===== src/rtl/core/xtea_pkg.sv =====
// Shared types, constants and the mixing function for the XTEA encipher core.
// No dependencies; imported by every module of the core.
package xtea_pkg;

  localparam int WORD_W = 32;
  localparam int CNT_W  = 7;
  localparam int IDX_W  = 3;

  localparam logic [WORD_W-1:0] XTEA_DELTA = 32'h9E37_79B9;

  localparam logic [IDX_W-1:0] CFG_KEY0   = 3'd0;
  localparam logic [IDX_W-1:0] CFG_KEY1   = 3'd1;
  localparam logic [IDX_W-1:0] CFG_KEY2   = 3'd2;
  localparam logic [IDX_W-1:0] CFG_KEY3   = 3'd3;
  localparam logic [IDX_W-1:0] CFG_ROUNDS = 3'd4;

  localparam logic [CNT_W-1:0] ROUNDS_RESET = 7'd32;

  typedef logic [WORD_W-1:0] word_t;
  typedef logic [3:0][WORD_W-1:0] key_t;

  typedef struct packed {
    logic load;
    logic step;
    logic commit;
  } ctrl_cmd_t;

  function automatic word_t xtea_mix(input word_t x);
    xtea_mix = ((x << 4) ^ (x >> 5)) + x;
  endfunction

endpackage


===== src/rtl/core/xtea_ctrl.sv =====
// Controller for the XTEA encipher core: state, round counter and output valid.
// Depends on xtea_pkg; drives the datapath through ctrl_cmd_t.
module xtea_ctrl (
  input  logic                      clk,
  input  logic                      rst_n,
  input  logic                      in_valid,
  output logic                      in_ready,
  output logic                      out_valid,
  input  logic                      out_ready,
  input  logic [xtea_pkg::CNT_W-1:0] round_count,
  output xtea_pkg::ctrl_cmd_t       cmd
);
  import xtea_pkg::*;

  localparam logic ST_IDLE = 1'b0;
  localparam logic ST_RUN  = 1'b1;

  logic             state_r, state_nxt;
  logic [CNT_W-1:0] cnt_r, cnt_nxt;
  logic             out_valid_r, out_valid_nxt;
  logic             out_free;

  assign out_free  = !out_valid_r || out_ready;
  assign in_ready  = (state_r == ST_IDLE);
  assign out_valid = out_valid_r;

  always_comb begin
    state_nxt  = state_r;
    cnt_nxt    = cnt_r;
    cmd        = '0;
    unique case (state_r)
      ST_IDLE: begin
        if (in_valid) begin
          cmd.load  = 1'b1;
          cnt_nxt   = '0;
          state_nxt = ST_RUN;
        end
      end
      ST_RUN: begin
        if (cnt_r == round_count) begin
          if (out_free) begin
            cmd.commit = 1'b1;
            state_nxt  = ST_IDLE;
          end
        end else begin
          cmd.step = 1'b1;
          cnt_nxt  = cnt_r + 1'b1;
        end
      end
      default: state_nxt = ST_IDLE;
    endcase
  end

  always_comb begin
    if (cmd.commit) begin
      out_valid_nxt = 1'b1;
    end else if (out_ready) begin
      out_valid_nxt = 1'b0;
    end else begin
      out_valid_nxt = out_valid_r;
    end
  end

  always_ff @(posedge clk) begin
    if (!rst_n) begin
      state_r     <= ST_IDLE;
      cnt_r       <= '0;
      out_valid_r <= 1'b0;
    end else begin
      state_r     <= state_nxt;
      cnt_r       <= cnt_nxt;
      out_valid_r <= out_valid_nxt;
    end
  end

endmodule


===== src/rtl/core/xtea_dpath.sv =====
// Datapath for the XTEA encipher core: block halves, running sum and output registers.
// Depends on xtea_pkg; commanded by xtea_ctrl.
module xtea_dpath (
  input  logic                clk,
  input  xtea_pkg::ctrl_cmd_t cmd,
  input  xtea_pkg::key_t      key,
  input  xtea_pkg::word_t     plain_first,
  input  xtea_pkg::word_t     plain_second,
  output xtea_pkg::word_t     cipher_first,
  output xtea_pkg::word_t     cipher_second
);
  import xtea_pkg::*;

  word_t a_r, b_r, sum_r;
  word_t out_a_r, out_b_r;
  word_t sum_step, a_step, b_step;

  assign sum_step = sum_r + XTEA_DELTA;
  assign a_step   = a_r + (xtea_mix(b_r) ^ (sum_r + key[sum_r[1:0]]));
  assign b_step   = b_r + (xtea_mix(a_step) ^ (sum_step + key[sum_step[12:11]]));

  always_ff @(posedge clk) begin
    if (cmd.load) begin
      a_r   <= plain_first;
      b_r   <= plain_second;
      sum_r <= '0;
    end else if (cmd.step) begin
      a_r   <= a_step;
      b_r   <= b_step;
      sum_r <= sum_step;
    end
    if (cmd.commit) begin
      out_a_r <= a_r;
      out_b_r <= b_r;
    end
  end

  assign cipher_first  = out_a_r;
  assign cipher_second = out_b_r;

endmodule


===== src/rtl/core/xtea_block_encipher_core.sv =====
// XTEA encipher core: one round of both half-updates per clock.
// A block runs round_count rounds, then commits to the output register,
// waiting while an earlier result stalls. One block is in flight at a time,
// set by the single shared round unit; a finished block waits in the output
// register while the next is accepted. Synchronous active-low reset clears
// control state, the key to zero and round_count to 32. Depends on xtea_pkg.
module xtea_block_encipher_core (
  input  logic                        clk,
  input  logic                        rst_n,
  input  logic                        in_valid,
  output logic                        in_ready,
  input  xtea_pkg::word_t             in_plain_first,
  input  xtea_pkg::word_t             in_plain_second,
  output logic                        out_valid,
  input  logic                        out_ready,
  output xtea_pkg::word_t             out_cipher_first,
  output xtea_pkg::word_t             out_cipher_second,
  input  logic                        cfg_valid,
  output logic                        cfg_ready,
  input  logic [xtea_pkg::IDX_W-1:0]  cfg_index,
  input  xtea_pkg::word_t             cfg_data
);
  import xtea_pkg::*;

  key_t             key_r;
  logic [CNT_W-1:0] rounds_r;
  ctrl_cmd_t        cmd;
  logic             cfg_fire;

  assign cfg_ready = 1'b1;
  assign cfg_fire  = cfg_valid && cfg_ready;

  always_ff @(posedge clk) begin
    if (!rst_n) begin
      key_r    <= '0;
      rounds_r <= ROUNDS_RESET;
    end else if (cfg_fire) begin
      unique case (cfg_index)
        CFG_KEY0:   key_r[0] <= cfg_data;
        CFG_KEY1:   key_r[1] <= cfg_data;
        CFG_KEY2:   key_r[2] <= cfg_data;
        CFG_KEY3:   key_r[3] <= cfg_data;
        CFG_ROUNDS: rounds_r <= cfg_data[CNT_W-1:0];
        default: ;
      endcase
    end
  end

  xtea_ctrl u_ctrl (
    .clk         (clk),
    .rst_n       (rst_n),
    .in_valid    (in_valid),
    .in_ready    (in_ready),
    .out_valid   (out_valid),
    .out_ready   (out_ready),
    .round_count (rounds_r),
    .cmd         (cmd)
  );

  xtea_dpath u_dpath (
    .clk           (clk),
    .cmd           (cmd),
    .key           (key_r),
    .plain_first   (in_plain_first),
    .plain_second  (in_plain_second),
    .cipher_first  (out_cipher_first),
    .cipher_second (out_cipher_second)
  );

endmodule


===== config.mk =====
export PLATFORM = sky130hd
export DESIGN_NAME = xtea_block_encipher_core
export DESIGN_NICKNAME = d
export VERILOG_FILES = /design/src/rtl/core/xtea_pkg.sv /design/src/rtl/core/xtea_ctrl.sv /design/src/rtl/core/xtea_dpath.sv /design/src/rtl/core/xtea_block_encipher_core.sv
export SDC_FILE = /design/constraint.sdc
export NUM_CORES = 1
export LEC_CHECK = 0
export BUFFER_PORTS_ARGS = -buffer_cell sky130_fd_sc_hd__buf_2
export CAP_MARGIN = 20
export CORE_MARGIN = 4
export CORE_UTILIZATION = 55
export DETAILED_ROUTE_END_ITERATION = 8
export GPL_TIMING_DRIVEN = 0
export PLACE_DENSITY_LB_ADDON = 0.12
export SYNTH_ARGS = -nofsm -noshare
export SYNTH_HDL_FRONTEND = slang
export SYNTH_SLANG_ARGS = --single-unit

===== constraint.sdc =====
create_clock -name clk -period 28.7 [get_ports clk]
set_input_delay 4.305 -clock clk [delete_from_list [all_inputs] [get_ports clk]]
set_output_delay 4.305 -clock clk [all_outputs]
set_load 0.02 [all_outputs]

Word level (Yosys, flattened, before mapping)
Index checks and enable logic that the tools add are counted.

Flip-flop bits (word level): 304. Logic and storage cells: 68. Input port bits: 104. Output and inout bits: 67.

$lt $le $gt $ge: 2. Reductions and logical operators: 11. Bitwise gates (word level): 5. Mux-type cells: 22. Equal/unequal tests: 7. Add/sub/neg operators: 8.

Operator list (count): 32-bit adder (6); 32-bit 2-to-1 mux (6); 32-bit binary-select mux with 2-bit select (2); 32-bit by 27-bit bitwise XOR with 32-bit output (2); 32-bit bitwise XOR (2); 32-bit adder, second input constant (1); 7-bit 2-to-1 mux (2); 7-bit one-hot mux with 2 select lines (1); 2-bit AND reduction (6); 1-bit 2-to-1 mux (9); 7-bit by 1-bit adder with 7-bit output, second input constant (1); 7-bit == test (1); 3-bit by 2-bit == test with 1-bit output, second input constant (2); 2-bit by 3-bit < comparator with 1-bit output, second input constant (2); 2-bit inequality test, second input constant (2); 2-bit nonzero test (2); 3-bit by 1-bit == test with 1-bit output, second input constant (1); 3-bit == test, second input constant (1); 3-bit logical NOT (1); 2-bit 2-to-1 mux (1); 1-bit one-hot mux with 2 select lines (1); 1-bit logical NOT (1); 1-bit logical OR (1); 1-bit inverter (1).

Logic depth before layout (Yosys ltp)
Gate-level depths: netlist (run 1).

Depth after elaboration: 11. Gate-level depth with buffers: 47. Mapped depth without buffers: 46.

Modules after synthesis
A second synthesis (run 1) with hierarchy kept.

Cells, all modules: 2503. Area, all modules: 23216.0 um2.

Modules (own cells, without submodules): xtea_dpath (seq. area each 4484.3 um2, cells an instance 1956, area each 17669.4 um2, times used 1); xtea_block_encipher_core (seq. area each 2702.6 um2, cells an instance 479, area each 4966.0 um2, times used 1); xtea_ctrl (seq. area each 180.2 um2, cells an instance 68, area each 580.6 um2, times used 1).

Least setup slack after synthesis (run 1)
Ideal clock, no wire load.

Kind: reg2reg. From: register u_dpath.sum_r[0]. To: register u_dpath.b_r[31] (data pin). Path slack: 19.198 ns. Buffers on the path: 2. Data arrival time: 9.367 ns. Period minus slack after synthesis: 9.502 ns. Data required time: 28.565 ns. Stages on the path, launching flop included: 45. Library setup time: 0.135 ns. Cell sequence: dfxtp_1 -> buf_2 -> buf_1 -> mux4_2 -> ha_1 -> o21ai_0 -> nand2b_1 -> and4_1 -> o21a_1 -> or2_2 -> a21o_1 -> a21oi_1 -> xnor2_1 -> ha_1 -> a21o_1 -> a211o_1 -> nor2_1 -> nor2_1 -> [... 9 more ...] -> and3_1 -> a31oi_1 -> o21ai_0 -> a21o_1 -> a21oi_1 -> xnor2_1 -> xnor2_1 -> ha_1 -> nand2_1 -> nor2_1 -> a211oi_1 -> o31ai_1 -> a41o_1 -> o41a_1 -> xor2_1 -> xnor2_1 -> or3_1 -> nand3_1.

Longest elaborated chain between the ends: 11. Elaborated cells between the ends (all ways): 15. Those cells by class: 6 x add/sub; 6 x mux; 3 x bitwise.

Ends and longest elaborated chain: start, declared (RTL line xtea_dpath.sv:14) `word_t a_r, b_r, sum_r;`; start signal, assigned (RTL line xtea_dpath.sv:30) `sum_r <= sum_step;`; 32-bit binary-select mux with 2-bit select (RTL line xtea_dpath.sv:19) `assign a_step = a_r + (xtea_mix(b_r) ^ (sum_r + key[sum_r[1:0]]));`; 32-bit 2-to-1 mux (not written as such) (RTL line xtea_dpath.sv:19); 32-bit adder (RTL line xtea_dpath.sv:19); 32-bit bitwise XOR (RTL line xtea_dpath.sv:19); 32-bit adder (RTL line xtea_dpath.sv:19); 32-bit by 27-bit bitwise XOR with 32-bit output (RTL line xtea_pkg.sv:29) `xtea_mix = ((x << 4) ^ (x >> 5)) + x;`; 32-bit adder (RTL line xtea_pkg.sv:29); 32-bit bitwise XOR * (RTL line xtea_dpath.sv:20) `assign b_step = b_r + (xtea_mix(a_step) ^ (sum_step + key[sum_step[12:11]]));`; 32-bit adder * (RTL line xtea_dpath.sv:20); 32-bit 2-to-1 mux * (RTL line xtea_dpath.sv:27) `end else if (cmd.step) begin`; 32-bit 2-to-1 mux * (RTL line xtea_dpath.sv:23) `if (cmd.load) begin`; end signal, assigned (RTL line xtea_dpath.sv:25) `b_r <= plain_second;`; end signal, assigned (RTL line xtea_dpath.sv:29) `b_r <= b_step;`; end, declared (RTL line xtea_dpath.sv:14).

Every way passes the cells marked *; elsewhere a longest branch is shown, timed or not. The select of a mux whose other input is x is not followed. A chain may end at the register's enable or synchronous reset.

Final worst setup path (run 1)
Ends and elaborated chain as after synthesis.

==> results.txt, run 1 <==
----------------------------------------------------
[Timing]
  Worst rel slew slack ... 28.1%
  Setup violations, final ... 0
  Post-Route Setup TNS ... 0 ns
  Time the worst path needs with I/O delays and setup ... 11.79 ns
  Slew @ Worst Pin ... 1.08 ns
  Final cycle utilization of the critical path ... 41.1%
  Max-slew violation count ... 0
  Unrepaired setup endpoints after global routing ... false
  Smallest hold slack ... 0.477 ns
  Maximum operating frequency ... 0.0848 GHz
  Worst clock skew on the final layout ... 0.0145 ns
  Number of hold violations in the final report ... 0

[Die]
  Die Footprint ... 0.0453 mm^2
  Chip Width ... 213 um
  Die boundary height ... 213 um
  Site row count ... 74
  Ports placed on the boundary ... 171
  Initial Util ... 56.1%
  Total core area ... 0.0411 mm^2

[Detailed routing]
  Met1 wire length ... 32200 um
  Pre-Repair DR Iteration Count ... 6
  Number of violations reported at the end of detailed-routing iteration 0 ... 1988
  Detailed route wirelength on metal2 ... 33800 um
  Number of vias per cell ... 6.05
  Average routed wire per standard cell ... 21.8 um
  Wire length reported by the detailed router ... 73800 um
  Vias ... 20500
  Antenna Nets Post-Route ... 0
  Topmost layer with routed signal wires ... met4
  Total met3 wirelength after detailed routing ... 5260 um
  Number of DRC violations after detailed routing ... 0

[Global routing]
  Number of global-route vias before repair ... 19700
  First-pass GRT wire length ... 110000 um
  Initial antenna violation count ... 0
  Final global-route overflow total ... 0
  Combined global-route utilization of all metal layers ... 31.5%
  Maximum number of pins on one net before global-route repair ... 66

[Place]
  I/O Buffers ... 168
  HPWL reported at the end of detailed placement ... 58700 um
  Last weighted congestion value of the routability-driven placer ... 0.964

[Worst setup path]
  Slowest cell on the critical path ... buf_1
  Required time of the critical path ... 29.11 ns
  Critical path class ... reg2reg
  Element type at the critical path start ... register
  Kind of capture point of the worst setup path ... register
  Cell repeated most along the worst path ... xnor2_1
  CP arrival ... 12.20 ns
  Reg-to-reg setup timing slack ... 16.91 ns
  Worst-path maximum fanout ... 10
  Delay contributed by the slowest stage of the critical path ... 0.66 ns

[Logic synthesis]
  Primary flip-flop cell chosen by synthesis mapping ... dfxtp_1
  Summed instance area of the synthesized netlist ... 0.0231 mm^2
  #FFs+latches synth ... 304
  Number of warnings reported in the yosys synthesis log ... 0
  Average cell area after synthesis ... 8.78 um^2
  Proportion of synthesized chip area in sequential cells ... 31.9%
  Share of synthesized flip-flops with an asynchronous set or reset ... 0%
  Number of enable flip-flop cells after synthesis ... 128
  Synth cell types ... 85
  Number of instances in the synthesized netlist ... 2627
  Post-Syn Nets ... 2934

[CTS]
  Clock H-tree levels ... 2
  Post-CTS clock slew at the launch and capture registers of the worst setup and hold paths ... 0.06 ns
  Maximum root-to-sink buffer count ... 3
  Root buf cell ... clkbuf_16
  Clock latency on the worst-skew pair ... 0.56 ns
  Clock tree from TritonCTS ... done
  Quantity of gates resized following cts ... 0
  # clock sinks ... 304
  Clock buffer count from CTS ... 35
  Number of hold buffers added after cts ... 0
  Post CTS Setup Buffer Count ... 0

[Finish]
  Leading cell types in the layout, fill and taps excluded ... 489 x nand2_1, 200 x xnor2_1, 197 x ha_1
  Nets@finish ... 3139
  Area grow syn2layout ... 11.7%
  Fraction of layout instances using a drive strength above 1 ... 10.2%
  Commonest non-fill, non-tap cell in the layout ... nand2_1
  Antenna Diode Count ... 0
  Fill cell instance count of the final layout ... 3598

[Run]
  Number of max-capacitance violations reported ... 0

[Outcome]
  Run status ... finished, final reports clean

[Hold path]
  Class of the tightest hold or removal check ... reg2reg

----------------------------------------------------
[layout make-up]
class / count / area (um^2) / area share [%]
clock buffers: 46 / 968 / 3.76
inverters: 59 / 224 / 0.869
clock inverters: 16 / 220 / 0.855
repair buffers: 168 / 841 / 3.26
well taps: 532 / 666 / 2.58
flip-flops and latches: 304 / 7370 / 28.6
multi-input cells: 2162 / 15100 / 58.6
plain buffers: 102 / 389 / 1.51
[kinds of logic (layout without fill, tap and decap cells)]
family	Yosys count	count (layout)	synth area share (%)
AOI/OAI and AO/OA	764	764	22.1
xor gates and xnor gates	325	325	12.5
adders and majority gates	203	203	11.2
DFF	304	304	31.9
other	1	1	0.0163
and+or+nand+nor	820	820	15.6
muxes	49	49	3.88
buffers and inverters	161	391	2.65
[Yosys cell counts (all sizes together), types with 13 or more instances]
master  instances  area (um^2)
a211oi         43          323
nand3          34          170
a21oi         162          811
o21a           29          218
clkbuf         92          345
inv            59          221
xnor2         201         1770
mux2i          13          130
o21bai         22          165
nor3           20          111
nor2b          24          150
edfxtp        128         3840
ha            197         2460
xor2          122         1080
a21boi        137         1030
and2           38          238
o31ai          14          105
a22o           14          123
a21o           85          639
and3           20          125
nand2b         23          144
nand2         489         1840
a31oi          45          282
mux4           32          721
o21ai         134          678
dfxtp         176         3520
nor2          119          447
[flip-flops by register name (all words and copies together), names as in the netlist]
register	count
rounds_r	7
u_ctrl.cnt_r	7
u_dpath.a_r	32
u_dpath.sum_r	32
u_dpath.cipher_second	32
u_dpath.cipher_first	32
u_ctrl.state_r	1
key_r	128
u_dpath.b_r	32
u_ctrl.out_valid	1
[worst paths after layout]
kind | cells after the start | from | end
worst min-delay path | 0 | u_dpath.a_r[27] | u_dpath.cipher_first[27]
worst max register to register | 42 | u_dpath.sum_r[0] | u_dpath.b_r[31]
worst max-delay path | 42 | u_dpath.sum_r[0] | u_dpath.b_r[31]
worst min register to register | 0 | u_dpath.a_r[27] | u_dpath.cipher_first[27]
[critical path, delay by kind of cell, from the launching register on]
family | cells | cell delay [ns]
AO/OA/AOI/OAI | 14 | 3.89
AND/OR/NAND/NOR | 13 | 2.34
buffers and inverters | 2 | 1.04
adder cells (fa/ha/maj) | 4 | 1.58
multiplexers | 1 | 0.65
flip-flops | 1 | 0.35
XOR/XNOR | 8 | 1.79
[through the flow]
stage	util (%)	instances	instance area (um^2)	setup WS (ns)
final	62.7	3389	25800	16.91
after CTS	62.7	3389	25800	16.98
after detailed placement	59.8	3327	24600	17.07
after floorplan	-	2627	23100	19.20
after global routing	62.7	3389	25800	16.12
after global placement	59.8	3327	24600	16.99
[routing by layer]
| metal | GRT usage, % | up-vias |
|---|---|---|
| met4 | 11.6 | 0 |
| li1 | - | 9833 |
| met2 | 51.9 | 806 |
| met1 | 43.1 | 9735 |
| met5 | 0 | - |
| met3 | 3.56 | 142 |
Power of run 1 is left out: the tool's default activity adds up to more than one toggle a clock period on the data nets, which glitch-free logic cannot reach.
==> run 2: changes to the inputs <==
- clock period: 28.7 -> 9.7 ns (I/O delays scaled with it)
==> results.txt, run 2 (synthesis gave the netlist of run 1 again) <==
----------------------------------------------------
[Finish]
  Area grow syn2layout ... 17.8%
  Antenna Diode Count ... 0
  Area taken by multi-input logic gates ... 0.0159 mm^2
  Register with the highest flop count ... key_r
  Leading cell types in the layout, fill and taps excluded ... 487 x nand2_1, 179 x ha_1, 175 x dfxtp_1
  Area taken by flip-flops and latches ... 0.00737 mm^2
  Nets@finish ... 3201
  Max reg flops ... 128
  Post-route insts no fill ... 3451
  Fraction of layout instances using a drive strength above 1 ... 16.8%
  Commonest non-fill, non-tap cell in the layout ... nand2_1
  Fill cell instance count of the final layout ... 3407

[Detailed routing]
  Number of violations reported at the end of detailed-routing iteration 0 ... 2082
  Wire length reported by the detailed router ... 76300 um
  Vias ... 21000
  Pre-Repair DR Iteration Count ... 6
  Number of DRC violations after detailed routing ... 0
  Antenna Nets Post-Route ... 0
  Number of vias per cell ... 6.09
  Average routed wire per standard cell ... 22.1 um

[Run]
  Number of max-capacitance violations reported ... 0

[Worst setup path]
  Critical path class ... reg2reg
  Kind of capture point of the worst setup path ... register
  CP arrival ... 10.01 ns
  CP bufs+invs ... 3
  CP top delay family ... compound AO/OA/AOI/OAI gates
  Slowest cell on the critical path ... mux4_2
  Worst r2r src ... u_dpath.sum_r[0]
  Reg-to-reg setup timing slack ... 0.10 ns
  Required time of the critical path ... 10.11 ns
  Cell repeated most along the worst path ... a21o_1
  Delay contributed by the slowest stage of the critical path ... 0.58 ns
  Start point of the critical path ... u_dpath.sum_r[0]
  Worst-path maximum fanout ... 6
  Element type at the critical path start ... register

[Hold path]
  Class of the tightest hold or removal check ... reg2reg
  Startpoint of the most critical hold path ... key_r[14]

[Outcome]
  Run status ... finished, final reports clean

[Place]
  HPWL reported at the end of detailed placement ... 58700 um
  Last weighted congestion value of the routability-driven placer ... 0.964
  I/O Buffers ... 168
  Total instance count after detailed placement ... 3327

[Timing]
  Final cycle utilization of the critical path ... 99.0%
  Worst rel slew slack ... 26.4%
  Unrepaired setup endpoints after global routing ... true
  Slew @ Worst Pin ... 1.10 ns
  Max-slew violation count ... 0
  Maximum operating frequency ... 0.104 GHz
  Setup violations, final ... 0
  Worst clock skew on the final layout ... 0.0136 ns
  Number of hold violations in the final report ... 0
  Time the worst path needs with I/O delays and setup ... 9.60 ns

[CTS]
  Clock buffer count from CTS ... 35
  Clock latency on the worst-skew pair ... 0.56 ns
  # clock sinks ... 304
  Root buf cell ... clkbuf_16
  Post-CTS clock slew at the launch and capture registers of the worst setup and hold paths ... 0.06 ns
  Clock H-tree levels ... 2
  Number of hold buffers added after cts ... 0
  Maximum root-to-sink buffer count ... 3
  Clock tree from TritonCTS ... done

[Die]
  Total core area ... 0.0411 mm^2
  Ports placed on the boundary ... 171
  Site row count ... 74
  Chip Width ... 213 um
  Die boundary height ... 213 um
  Initial Util ... 56.1%
  Die Footprint ... 0.0453 mm^2

[Global routing]
  Initial antenna violation count ... 0
  Number of global-route vias before repair ... 19900
  Combined global-route utilization of all metal layers ... 32.0%
  First-pass GRT wire length ... 112000 um
  Final global-route overflow total ... 0
  Maximum number of pins on one net before global-route repair ... 66

----------------------------------------------------
run 2: layout make-up:
cell class | count | area share (%)
sequential | 304 | 27.1
tap | 532 | 2.45
clock inverter | 16 | 0.811
buffer | 99 | 1.56
inverter | 59 | 0.824
multi-input combinational | 2162 | 58.6
clock buffer | 46 | 3.56
timing repair buffer | 233 | 5.02
run 2: routing by layer:
metal / part of all wire [%] / vias up / global-route usage [%]
li1: - / 9959 / -
met1: 43 / 9991 / 44.1
met2: 46 / 879 / 52.7
met3: 7.0 / 175 / 3.39
met4: 3.9 / 0 / 11.5
met5: 0 / - / 0
run 2: worst min-delay path, stage by stage, from the launching register on:
cell and delay [ns]:
dfxtp_1 0.32, nand2_1 0.05, a21boi_0 0.06
run 2: worst paths after layout:
kind | endpoint | cells after the start
hold reg to reg | key_r[14] | 2
setup / recovery | u_dpath.b_r[31] | 41
setup reg to reg | u_dpath.b_r[31] | 41
hold / removal | key_r[14] | 2
run 2: metrics by stage:
step	TNS [ns]	setup WS (ns)	instance area [um^2]	hold slack (ns)	utilization, %
after floorplan	0	0.198	23100	0.433	-
after global placement	-16.12	-2.01	24600	0.455	59.8
after detailed placement	-15.86	-1.93	24600	0.451	59.8
after CTS	0	0.0130	26200	0.476	63.7
after global routing	-0.236	-0.236	27200	0.492	66.1
final	0	0.101	27200	0.484	66.1
run 2: repair_timing:
action,CTS,global route
pin swaps,23,69
gates cloned,0,1
setup endpoints to repair,16,9
buffers inserted,17,48
gates resized for setup,72,118
hold endpoints to repair,0,0
Power of run 2 is left out for the same reason.
